**src/design/elg_pkg.sv**
```systemverilog
// Shared types and constants for the exponential and linear gain envelope.
package elg_pkg;

    localparam int GAIN_BITS    = 32;
    localparam int CFG_IDX_BITS = 2;

    // Operation carried by the func field of an input transaction.
    typedef enum logic [1:0] {
        FUNC_PROCESS = 2'd0,
        FUNC_SKIP    = 2'd1,
        FUNC_RESTART = 2'd2
    } func_t;

    // Configuration register indexes.
    localparam logic [CFG_IDX_BITS-1:0] CFG_DECAY_FACTOR = 2'd0;
    localparam logic [CFG_IDX_BITS-1:0] CFG_RAMP_STEP    = 2'd1;
    localparam logic [CFG_IDX_BITS-1:0] CFG_START_GAIN   = 2'd2;
    localparam logic [CFG_IDX_BITS-1:0] CFG_START_RAMP   = 2'd3;

    typedef enum logic [3:0] {
        ST_IDLE,
        ST_P_GAIN,
        ST_P_ROUND,
        ST_P_LO,
        ST_P_HI,
        ST_P_ACC,
        ST_P_UPDATE,
        ST_P_OUT,
        ST_S_CHECK,
        ST_S_SQUARE,
        ST_S_BASE,
        ST_S_RAMP_MUL,
        ST_S_RAMP
    } state_t;

    // Operands handed to the shared multiplier.
    typedef struct packed {
        logic [GAIN_BITS-1:0] a;
        logic [GAIN_BITS-1:0] b;
    } mul_req_t;

endpackage

```
**src/design/elg_mul_unit.sv**
```systemverilog
// Shared 32 by 32 unsigned multiplier with a registered product.
module elg_mul_unit (
    input  logic                           clk,
    input  elg_pkg::mul_req_t              req,
    output logic [2*elg_pkg::GAIN_BITS-1:0] prod
);
    import elg_pkg::*;

    logic [2*GAIN_BITS-1:0] prod_reg;

    always_ff @(posedge clk)
    begin
        prod_reg <= req.a * req.b;
    end

    assign prod = prod_reg;

endmodule

```
**src/design/exp_linear_gain_envelope_unit.sv**
```systemverilog
// Top level of the exponential and linear gain envelope with its sequencer.
// A process transaction is accepted in the idle cycle and its result is valid in the
// same cycle in which the input is ready again, so no new transaction is accepted before
// the result is registered; an unaccepted result holds the sequencer in its last state.
// A skip runs S_CHECK, S_SQUARE for a set bit and S_BASE per bit of skip_count up to its
// highest set bit, then S_CHECK, S_RAMP_MUL and S_RAMP; a restart is taken in the idle cycle.
// Reset (rst_n, asynchronous, active low) loads the configuration reset values and gains.
module exp_linear_gain_envelope_unit #(
    parameter int SAMPLE_BITS    = 24,
    parameter int GAIN_FRAC_BITS = 30,
    parameter int SKIP_BITS      = 16
) (
    input  logic                                clk,
    input  logic                                rst_n,
    // Input channel.
    input  logic                                in_valid,
    output logic                                in_ready,
    input  logic [1:0]                          func,
    input  logic signed [SAMPLE_BITS-1:0]       sample_in,
    input  logic                                add_mode,
    input  logic signed [SAMPLE_BITS-1:0]       accum_in,
    input  logic [SKIP_BITS-1:0]                skip_count,
    // Output channel.
    output logic                                out_valid,
    input  logic                                out_ready,
    output logic signed [SAMPLE_BITS-1:0]       sample_out,
    output logic                                clipped,
    output logic [elg_pkg::GAIN_BITS-1:0]       gain_now,
    // Configuration write port.
    input  logic                                cfg_we,
    input  logic [elg_pkg::CFG_IDX_BITS-1:0]    cfg_index,
    input  logic [elg_pkg::GAIN_BITS-1:0]       cfg_data
);
    import elg_pkg::*;

    // The combined gain exp_gain * |ramp_gain| in Q format has C_BITS integer-plus-fraction
    // bits after rounding. The sample product then needs ACC_BITS bits before its final shift.
    localparam int PW       = 2 * GAIN_BITS;
    localparam int C_BITS   = PW - GAIN_FRAC_BITS;
    localparam int ACC_BITS = C_BITS + SAMPLE_BITS + 1;

    localparam logic [PW:0]       HALF_W = (PW + 1)'(1) << (GAIN_FRAC_BITS - 1);
    localparam logic [ACC_BITS-1:0] LIM_W = ACC_BITS'(1) << SAMPLE_BITS;
    localparam logic [GAIN_BITS-1:0] ONE_GAIN = GAIN_BITS'(1) << GAIN_FRAC_BITS;
    localparam logic signed [SAMPLE_BITS+1:0] S_MAX = {3'b000, {(SAMPLE_BITS-1){1'b1}}};
    localparam logic signed [SAMPLE_BITS+1:0] S_MIN = {3'b111, {(SAMPLE_BITS-1){1'b0}}};
    localparam logic signed [PW:0] R_MAX = 65'sd2147483647;
    localparam logic signed [PW:0] R_MIN = -65'sd2147483648;

    // Rounds a Q product to Q fraction bits, saturating to the unsigned 32-bit range.
    function automatic logic [GAIN_BITS-1:0] gain_round(input logic [PW-1:0] p);
        logic [PW:0] s;
        s = ({1'b0, p} + HALF_W) >> GAIN_FRAC_BITS;
        if (|s[PW:GAIN_BITS])
            return '1;
        return s[GAIN_BITS-1:0];
    endfunction

    // Configuration and envelope state.
    logic [GAIN_BITS-1:0] decay_reg, step_reg, start_gain_reg, start_ramp_reg;
    logic [GAIN_BITS-1:0] exp_gain_reg, ramp_gain_reg;

    state_t state_reg, state_next;
    logic   out_valid_reg;

    // Working registers of the current transaction.
    logic [GAIN_BITS-1:0]        mag_reg;       // |ramp_gain| for a process, |ramp_step| for a skip
    logic                        neg_reg;       // sign of the product to be applied
    logic [SAMPLE_BITS-1:0]      sm_reg;        // |sample_in|
    logic signed [SAMPLE_BITS-1:0] addend_reg;  // accum_in in add mode, otherwise zero
    logic [GAIN_BITS-1:0]        gain_hold_reg; // gain applied to this sample
    logic [C_BITS-1:0]           c_reg;         // rounded combined gain
    logic [ACC_BITS-1:0]         acc_reg;       // sample product plus rounding half
    logic [GAIN_BITS-1:0]        pow_reg, base_reg;
    logic [SKIP_BITS-1:0]        n_reg, cnt_reg;

    logic signed [SAMPLE_BITS-1:0] res_sample_reg, sample_out_reg;
    logic                          res_clip_reg, clipped_reg;
    logic [GAIN_BITS-1:0]          gain_out_reg;

    mul_req_t      mul_req;
    logic [PW-1:0] prod;

    elg_mul_unit u_mul (
        .clk  (clk),
        .req  (mul_req),
        .prod (prod)
    );

    logic in_accept;
    assign in_ready  = (state_reg == ST_IDLE);
    assign in_accept = in_valid && in_ready;

    // Sequencer: next state and the operands of the shared multiplier.
    always_comb
    begin
        state_next = state_reg;
        mul_req    = '0;
        case (state_reg)
            ST_IDLE:
            begin
                if (in_valid)
                begin
                    case (func)
                        FUNC_PROCESS: state_next = ST_P_GAIN;
                        FUNC_SKIP:    state_next = ST_S_CHECK;
                        default:      state_next = ST_IDLE;
                    endcase
                end
            end
            ST_P_GAIN:
            begin
                mul_req.a  = exp_gain_reg;
                mul_req.b  = mag_reg;
                state_next = ST_P_ROUND;
            end
            ST_P_ROUND: state_next = ST_P_LO;
            ST_P_LO:
            begin
                mul_req.a  = c_reg[GAIN_BITS-1:0];
                mul_req.b  = GAIN_BITS'(sm_reg);
                state_next = ST_P_HI;
            end
            ST_P_HI:
            begin
                mul_req.a  = GAIN_BITS'(c_reg[C_BITS-1:GAIN_BITS]);
                mul_req.b  = GAIN_BITS'(sm_reg);
                state_next = ST_P_ACC;
            end
            ST_P_ACC:
            begin
                mul_req.a  = exp_gain_reg;
                mul_req.b  = decay_reg;
                state_next = ST_P_UPDATE;
            end
            ST_P_UPDATE: state_next = ST_P_OUT;
            ST_P_OUT:
            begin
                if (!out_valid_reg || out_ready)
                    state_next = ST_IDLE;
            end
            ST_S_CHECK:
            begin
                if (n_reg == '0)
                begin
                    mul_req.a  = exp_gain_reg;
                    mul_req.b  = pow_reg;
                    state_next = ST_S_RAMP_MUL;
                end
                else if (n_reg[0])
                begin
                    mul_req.a  = pow_reg;
                    mul_req.b  = base_reg;
                    state_next = ST_S_SQUARE;
                end
                else
                begin
                    mul_req.a  = base_reg;
                    mul_req.b  = base_reg;
                    state_next = ST_S_BASE;
                end
            end
            ST_S_SQUARE:
            begin
                mul_req.a  = base_reg;
                mul_req.b  = base_reg;
                state_next = ST_S_BASE;
            end
            ST_S_BASE: state_next = ST_S_CHECK;
            ST_S_RAMP_MUL:
            begin
                mul_req.a  = GAIN_BITS'(cnt_reg);
                mul_req.b  = mag_reg;
                state_next = ST_S_RAMP;
            end
            ST_S_RAMP: state_next = ST_IDLE;
            default:   state_next = ST_IDLE;
        endcase
    end

    always_ff @(posedge clk or negedge rst_n)
    begin
        if (!rst_n)
            state_reg <= ST_IDLE;
        else
            state_reg <= state_next;
    end

    // Final result of a process: shift out the fraction, clamp the magnitude, apply the
    // sign, add the accumulator sample and saturate to the sample range.
    logic [ACC_BITS-1:0]             mag_shift;
    logic [SAMPLE_BITS:0]            m_clamp;
    logic signed [SAMPLE_BITS+1:0]   prod_s, sum_s;
    logic signed [SAMPLE_BITS-1:0]   res_sample;
    logic                            res_clip;

    always_comb
    begin
        mag_shift = acc_reg >> GAIN_FRAC_BITS;
        m_clamp   = (mag_shift > LIM_W) ? LIM_W[SAMPLE_BITS:0] : mag_shift[SAMPLE_BITS:0];
        prod_s    = neg_reg ? -signed'({1'b0, m_clamp}) : signed'({1'b0, m_clamp});
        sum_s     = prod_s + {{2{addend_reg[SAMPLE_BITS-1]}}, addend_reg};
        res_clip  = 1'b0;
        res_sample = sum_s[SAMPLE_BITS-1:0];
        if (sum_s > S_MAX)
        begin
            res_sample = S_MAX[SAMPLE_BITS-1:0];
            res_clip   = 1'b1;
        end
        else if (sum_s < S_MIN)
        begin
            res_sample = S_MIN[SAMPLE_BITS-1:0];
            res_clip   = 1'b1;
        end
    end

    // Ramp updates: one step after a process, count steps after a skip.
    logic signed [GAIN_BITS:0] ramp_sum1;
    logic [GAIN_BITS-1:0]      ramp_step_sat;
    logic signed [PW:0]        ramp_delta, ramp_sum_n;
    logic [GAIN_BITS-1:0]      ramp_skip_sat;

    always_comb
    begin
        ramp_sum1 = signed'({ramp_gain_reg[GAIN_BITS-1], ramp_gain_reg})
                  + signed'({step_reg[GAIN_BITS-1], step_reg});
        if (ramp_sum1[GAIN_BITS] != ramp_sum1[GAIN_BITS-1])
            ramp_step_sat = {ramp_sum1[GAIN_BITS], {(GAIN_BITS-1){~ramp_sum1[GAIN_BITS]}}};
        else
            ramp_step_sat = ramp_sum1[GAIN_BITS-1:0];

        ramp_delta = neg_reg ? -signed'({1'b0, prod}) : signed'({1'b0, prod});
        ramp_sum_n = signed'({{(PW-GAIN_BITS+1){ramp_gain_reg[GAIN_BITS-1]}}, ramp_gain_reg})
                   + ramp_delta;
        if (ramp_sum_n > R_MAX)
            ramp_skip_sat = R_MAX[GAIN_BITS-1:0];
        else if (ramp_sum_n < R_MIN)
            ramp_skip_sat = R_MIN[GAIN_BITS-1:0];
        else
            ramp_skip_sat = ramp_sum_n[GAIN_BITS-1:0];
    end

    // Configuration, gains and output handshake.
    always_ff @(posedge clk or negedge rst_n)
    begin
        if (!rst_n)
        begin
            decay_reg      <= ONE_GAIN;
            step_reg       <= '0;
            start_gain_reg <= ONE_GAIN;
            start_ramp_reg <= ONE_GAIN;
            exp_gain_reg   <= ONE_GAIN;
            ramp_gain_reg  <= ONE_GAIN;
            out_valid_reg  <= 1'b0;
        end
        else
        begin
            if (cfg_we)
            begin
                case (cfg_index)
                    CFG_DECAY_FACTOR: decay_reg      <= cfg_data;
                    CFG_RAMP_STEP:    step_reg       <= cfg_data;
                    CFG_START_GAIN:   start_gain_reg <= cfg_data;
                    CFG_START_RAMP:   start_ramp_reg <= cfg_data;
                    default:          decay_reg      <= decay_reg;
                endcase
            end

            // A restart is taken in the idle cycle; every other update lands at the
            // end of its own sequencer step.
            case (state_reg)
                ST_IDLE:
                begin
                    if (in_accept && func == FUNC_RESTART)
                    begin
                        exp_gain_reg  <= start_gain_reg;
                        ramp_gain_reg <= start_ramp_reg;
                    end
                end
                ST_P_UPDATE:
                begin
                    exp_gain_reg  <= gain_round(prod);
                    ramp_gain_reg <= ramp_step_sat;
                end
                ST_S_RAMP_MUL: exp_gain_reg  <= gain_round(prod);
                ST_S_RAMP:     ramp_gain_reg <= ramp_skip_sat;
                default: ;
            endcase

            if (state_reg == ST_P_OUT && (!out_valid_reg || out_ready))
                out_valid_reg <= 1'b1;
            else if (out_ready)
                out_valid_reg <= 1'b0;
        end
    end

    // Working registers of the datapath.
    always_ff @(posedge clk)
    begin
        if (in_accept)
        begin
            gain_hold_reg <= exp_gain_reg;
            sm_reg        <= sample_in[SAMPLE_BITS-1] ? (~sample_in + 1'b1) : sample_in;
            addend_reg    <= add_mode ? accum_in : '0;
            n_reg         <= skip_count;
            cnt_reg       <= skip_count;
            pow_reg       <= ONE_GAIN;
            base_reg      <= decay_reg;
            if (func == FUNC_SKIP)
            begin
                mag_reg <= step_reg[GAIN_BITS-1] ? (~step_reg + 1'b1) : step_reg;
                neg_reg <= step_reg[GAIN_BITS-1];
            end
            else
            begin
                mag_reg <= ramp_gain_reg[GAIN_BITS-1] ? (~ramp_gain_reg + 1'b1)
                                                       : ramp_gain_reg;
                neg_reg <= sample_in[SAMPLE_BITS-1] ^ ramp_gain_reg[GAIN_BITS-1];
            end
        end

        case (state_reg)
            ST_P_ROUND:
            begin
                c_reg <= C_BITS'((prod + HALF_W[PW-1:0]) >> GAIN_FRAC_BITS);
            end
            ST_P_HI:  acc_reg <= ACC_BITS'(prod) + ACC_BITS'(HALF_W);
            ST_P_ACC: acc_reg <= acc_reg + {prod[ACC_BITS-GAIN_BITS-1:0], {GAIN_BITS{1'b0}}};
            ST_P_UPDATE:
            begin
                res_sample_reg <= res_sample;
                res_clip_reg   <= res_clip;
            end
            ST_S_SQUARE: pow_reg <= gain_round(prod);
            ST_S_BASE:
            begin
                base_reg <= gain_round(prod);
                n_reg    <= n_reg >> 1;
            end
            default: c_reg <= c_reg;
        endcase

        if (state_reg == ST_P_OUT && (!out_valid_reg || out_ready))
        begin
            sample_out_reg <= res_sample_reg;
            clipped_reg    <= res_clip_reg;
            gain_out_reg   <= gain_hold_reg;
        end
    end

    assign out_valid  = out_valid_reg;
    assign sample_out = sample_out_reg;
    assign clipped    = clipped_reg;
    assign gain_now   = gain_out_reg;

endmodule

```
**config.mk**
```make
export PLATFORM = sky130hd
export DESIGN_NAME = exp_linear_gain_envelope_unit
export DESIGN_NICKNAME = d
export VERILOG_FILES = /design/src/design/elg_pkg.sv /design/src/design/elg_mul_unit.sv /design/src/design/exp_linear_gain_envelope_unit.sv
export SDC_FILE = /design/constraint.sdc
export NUM_CORES = 2
export LEC_CHECK = 0
export BUFFER_PORTS_ARGS = -buffer_cell sky130_fd_sc_hd__buf_4
export CORE_UTILIZATION = 63
export DETAILED_ROUTE_END_ITERATION = 8
export HOLD_SLACK_MARGIN = 0.02
export PLACE_DENSITY = 0.81
export REMOVE_ABC_BUFFERS = 1
export SYNTH_ARGS = -nofsm -noshare
export SYNTH_HDL_FRONTEND = slang
export SYNTH_HIERARCHICAL = 1
export SYNTH_SLANG_ARGS = --single-unit
```
**constraint.sdc**
```tcl
create_clock -name clk -period 26.3 [get_ports clk]
set_clock_uncertainty 0.1 [all_clocks]
set_input_delay 2.63 -clock clk [delete_from_list [all_inputs] [get_ports clk]]
set_output_delay 2.63 -clock clk [all_outputs]
set_load 0.02 [all_outputs]
```
==> run_results.csv <==
group,metric,value,unit
global_routing,grt_pass1_wl,332,mm
global_routing,grt_max_degree,98,
timing,fmax,88.4,MHz
global_routing,antenna_found_initial,5,
timing,fin_crit,11320,ps
synth,synth.distinct_cells,94,
synth,synth_area,70600,um^2
worst_setup_path,crit_arrival,11780,ps
die,initial_core_util,0.637,
finish,largest_reg_flops,64,
worst_setup_path,r2r_cells,28,
min_path,holdPathStages,0,
clocking,cts_buffer_depth,3,
synth,synth_top_area_frac,0.255,
die,num_rows,122,
global_routing,overflow,0,
place,port_buffers,164,
die,die-width,337,um
die,io_pins,165,
synth,synthArstFlopShare,0.320,
synth,yosys.area.top_type,"fa_1",
die,die_area,113000,um^2
clocking,cts_root_buf,"clkbuf_16",
worst_setup_path,cp_max_fo,32,
finish,syn2layout_area_growth,6.67,%
routing,num_vias,56600,
worst_setup_path,cp_common_cell,"fa_1",
routing,wl_per_cell,24.0,um
clocking,cts_hold_buf,0,
worst_setup_path,crit_path_top_delay_cell,"nor3_1",
timing,setup-tns-final,0,ps
synth,yosysWarnings,6,
place,gp_congestion,0.981,
routing,drt-initial-drc-count,6308,
timing,timing.final.crit_share,0.430,
clocking,clkTransAtPathRegs,70,ps
outcome,status,"finished, violations left",
die,core_area,111000,um^2
run,maxCapViolCount,0,
place,detailed_place_hpwl,161,mm
timing,setup_viol,0,
synth,postSynthCellCount,7496,
min_path,min_from,"gain_hold_reg[9]",
min_path,hold_end,"gain_now[9]",
clocking,cts_resized,0,
finish,final_layout_size_suffix_gt1_frac,0.0807,
routing,vias_per_cell,6.31,
clocking,cts_buffers,60,
finish,fill_cells,8650,
timing,report.final.slew_viol_count,0,
synth,ys.flop_type,"edfxtp_1",
clocking,htree_levels,2,
timing,max-slew-margin-rel,0.0211,
worst_setup_path,worstSetupPathType,"register to register",
synth,synth-edff-count,353,
finish,final_nets,8855,
worst_setup_path,cp-end-kind,"register",
routing,routed_wl,215,mm
clocking,cts_num_sinks,615,
timing,hold_violations,0,
worst_setup_path,slowest_delay,1170,ps
routing,drc,1,
die,die_h,337,um
synth,synth_area_leaders,"fa_1, edfxtp_1, ha_1, dfrtp_1, and2_1",
worst_setup_path,rrSetupSlack,14980,ps
clocking,cts_tree,"built",
synth,syn_avg_cell_area,9.41,um^2
worst_setup_path,reg2reg_to,"u_mul/prod[57]",
timing,tightest_slew,1460,ps
synth,seq_area_frac_synth,0.239,
min_path,hold_path_class,"register to register",
synth,ys_ff_latch,615,
worst_setup_path,r2r_start,"state_reg[3]",
global_routing,grt_usage,0.385,
routing,firstDrtPassIters,9,
clocking,clk_latency,680,ps
outcome,violations,"design-rule violations",
worst_setup_path,start_kind,"register",
clocking,cts_setup_buffers,0,
global_routing,grt_pass1_vias,57500,
routing,detail-route-antenna-nets,0,
worst_setup_path,required,26760,ps
timing,rsz0062_at_grt,"no",
## through the flow
stage	hold WS, ps	worst slack [ps]	util	cell area, um^2	std cells
floorplan	300	14340	-	69000	7092
global route	319	14660	0.679	75300	8970
finish	314	14980	0.679	75300	8974
CTS	314	15270	0.679	75300	8970
detailed placement	305	15320	0.661	73200	8856
global placement	302	15530	0.661	73200	8856
## cell families (layout without fill, tap and decap cells)
logic type / Yosys count / after routing / synth area share
muxes: 197 / 197 / 0.0305
AOI/OAI and AO/OA: 1226 / 1226 / 0.113
xor gates and xnor gates: 377 / 377 / 0.0469
adders and majority gates: 1319 / 1319 / 0.330
buffers and inverters: 1431 / 1417 / 0.0764
DFF: 615 / 615 / 0.239
and+or+nand+nor: 2331 / 2331 / 0.165
other: 0 / 4 / 0
## synth_stat cells (33+ instances only)
library cell	number
fa_1	900
a222oi_1	64
clkbuf_1	381
mux2_2	146
o31ai_1	56
xnor2_1	241
nand3_1	95
nand4_1	54
nor2_1	334
o211ai_1	76
nor3_1	86
inv_1	1027
and2_1	658
mux2i_1	51
dfrtp_1	192
xor2_1	135
and3_1	54
a21o_1	98
nand2b_1	51
o21ai_0	262
edfxtp_1	353
nand2_1	814
o21bai_1	46
nor2b_1	35
or3_1	44
dfxtp_1	65
ha_1	419
a21oi_1	368
o21a_1	33
## metal layers
| layer | global-route usage | share of wire | up-vias |
|---|---|---|---|
| li1 | - | - | 24600 |
| met1 | 0.495 | 0.37 | 28100 |
| met2 | 0.612 | 0.46 | 3284 |
| met3 | 0.0655 | 0.10 | 700 |
| met4 | 0.231 | 0.071 | 2 |
| met5 | 0 | 0.000065 | - |
## cell type report
cell class / instances / area [um^2] / share of cell area
Antenna cell: 4 / 10.0 / 0.000133
Clock buffer: 82 / 1680 / 0.0223
Clock inverter: 32 / 395 / 0.00525
Inverter: 1027 / 3860 / 0.0513
Multi-Input combinational cell: 5450 / 48600 / 0.645
Sequential cell: 615 / 16800 / 0.224
Tap cell: 1488 / 1860 / 0.0247
Timing Repair Buffer: 276 / 2080 / 0.0276
## cell usage in the layout (no fill, tap or decap), types with 24 or more instances in the layout
cell type  Yosys  layout
edfxtp_1     353     353
a21o_1        98      98
xor2_1       135     135
buf_4          3     275
o31ai_1       56      56
dfrtp_1      192     191
mux2_2       146     146
a31oi_1       31      31
nand3_1       95      95
o21a_1        33      32
mux2i_1       51      51
nand2_1      814     811
o21bai_1      46      46
a21oi_1      368     367
or3_1         44      43
inv_1       1027    1026
a222oi_1      64      64
or4_1         27      27
ha_1         419     419
a211oi_1      31      31
o41ai_1       24      24
and3_1        54      53
clkbuf_16      0      62
and2_1       658     658
o21ai_0      262     243
nand2b_1      51      51
o211ai_1      76      76
nor2b_1       35      34
nand4_1       54      54
dfxtp_1       65      65
xnor2_1      241     241
fa_1         900     900
nor3_1        86      83
nor2_1       334     328
## critical path, delay by kind of cell, from the launching register on
family / cells / cell delay, ps
xor gates and xnor gates: 1 / 140
AOI/OAI and AO/OA: 3 / 720
buffers and inverters: 4 / 640
and+or+nand+nor: 11 / 4190
DFF: 1 / 660
adders and majority gates: 9 / 4700
## how the worst max path moves through the flow
| stage | cells after the start | slack (ps) | end | start |
|---|---|---|---|---|
| 2_1_floorplan | 28 | 14340 | u_mul/prod[57] | n_reg[0] |
| 3_3_place_gp | 27 | 15530 | u_mul/prod[57] | state_reg[3] |
| 5_1_grt | 33 | 14660 | u_mul/prod[43] | state_reg[3] |
| 6_report | 28 | 14980 | u_mul/prod[57] | state_reg[3] |
| 4_1_cts | 30 | 15270 | u_mul/prod[59] | state_reg[3] |
| 3_5_place_dp | 28 | 15320 | u_mul/prod[57] | state_reg[3] |
Power is not shown: default switching activity piles up to over one toggle a cycle in this logic, so the estimate is an artifact.
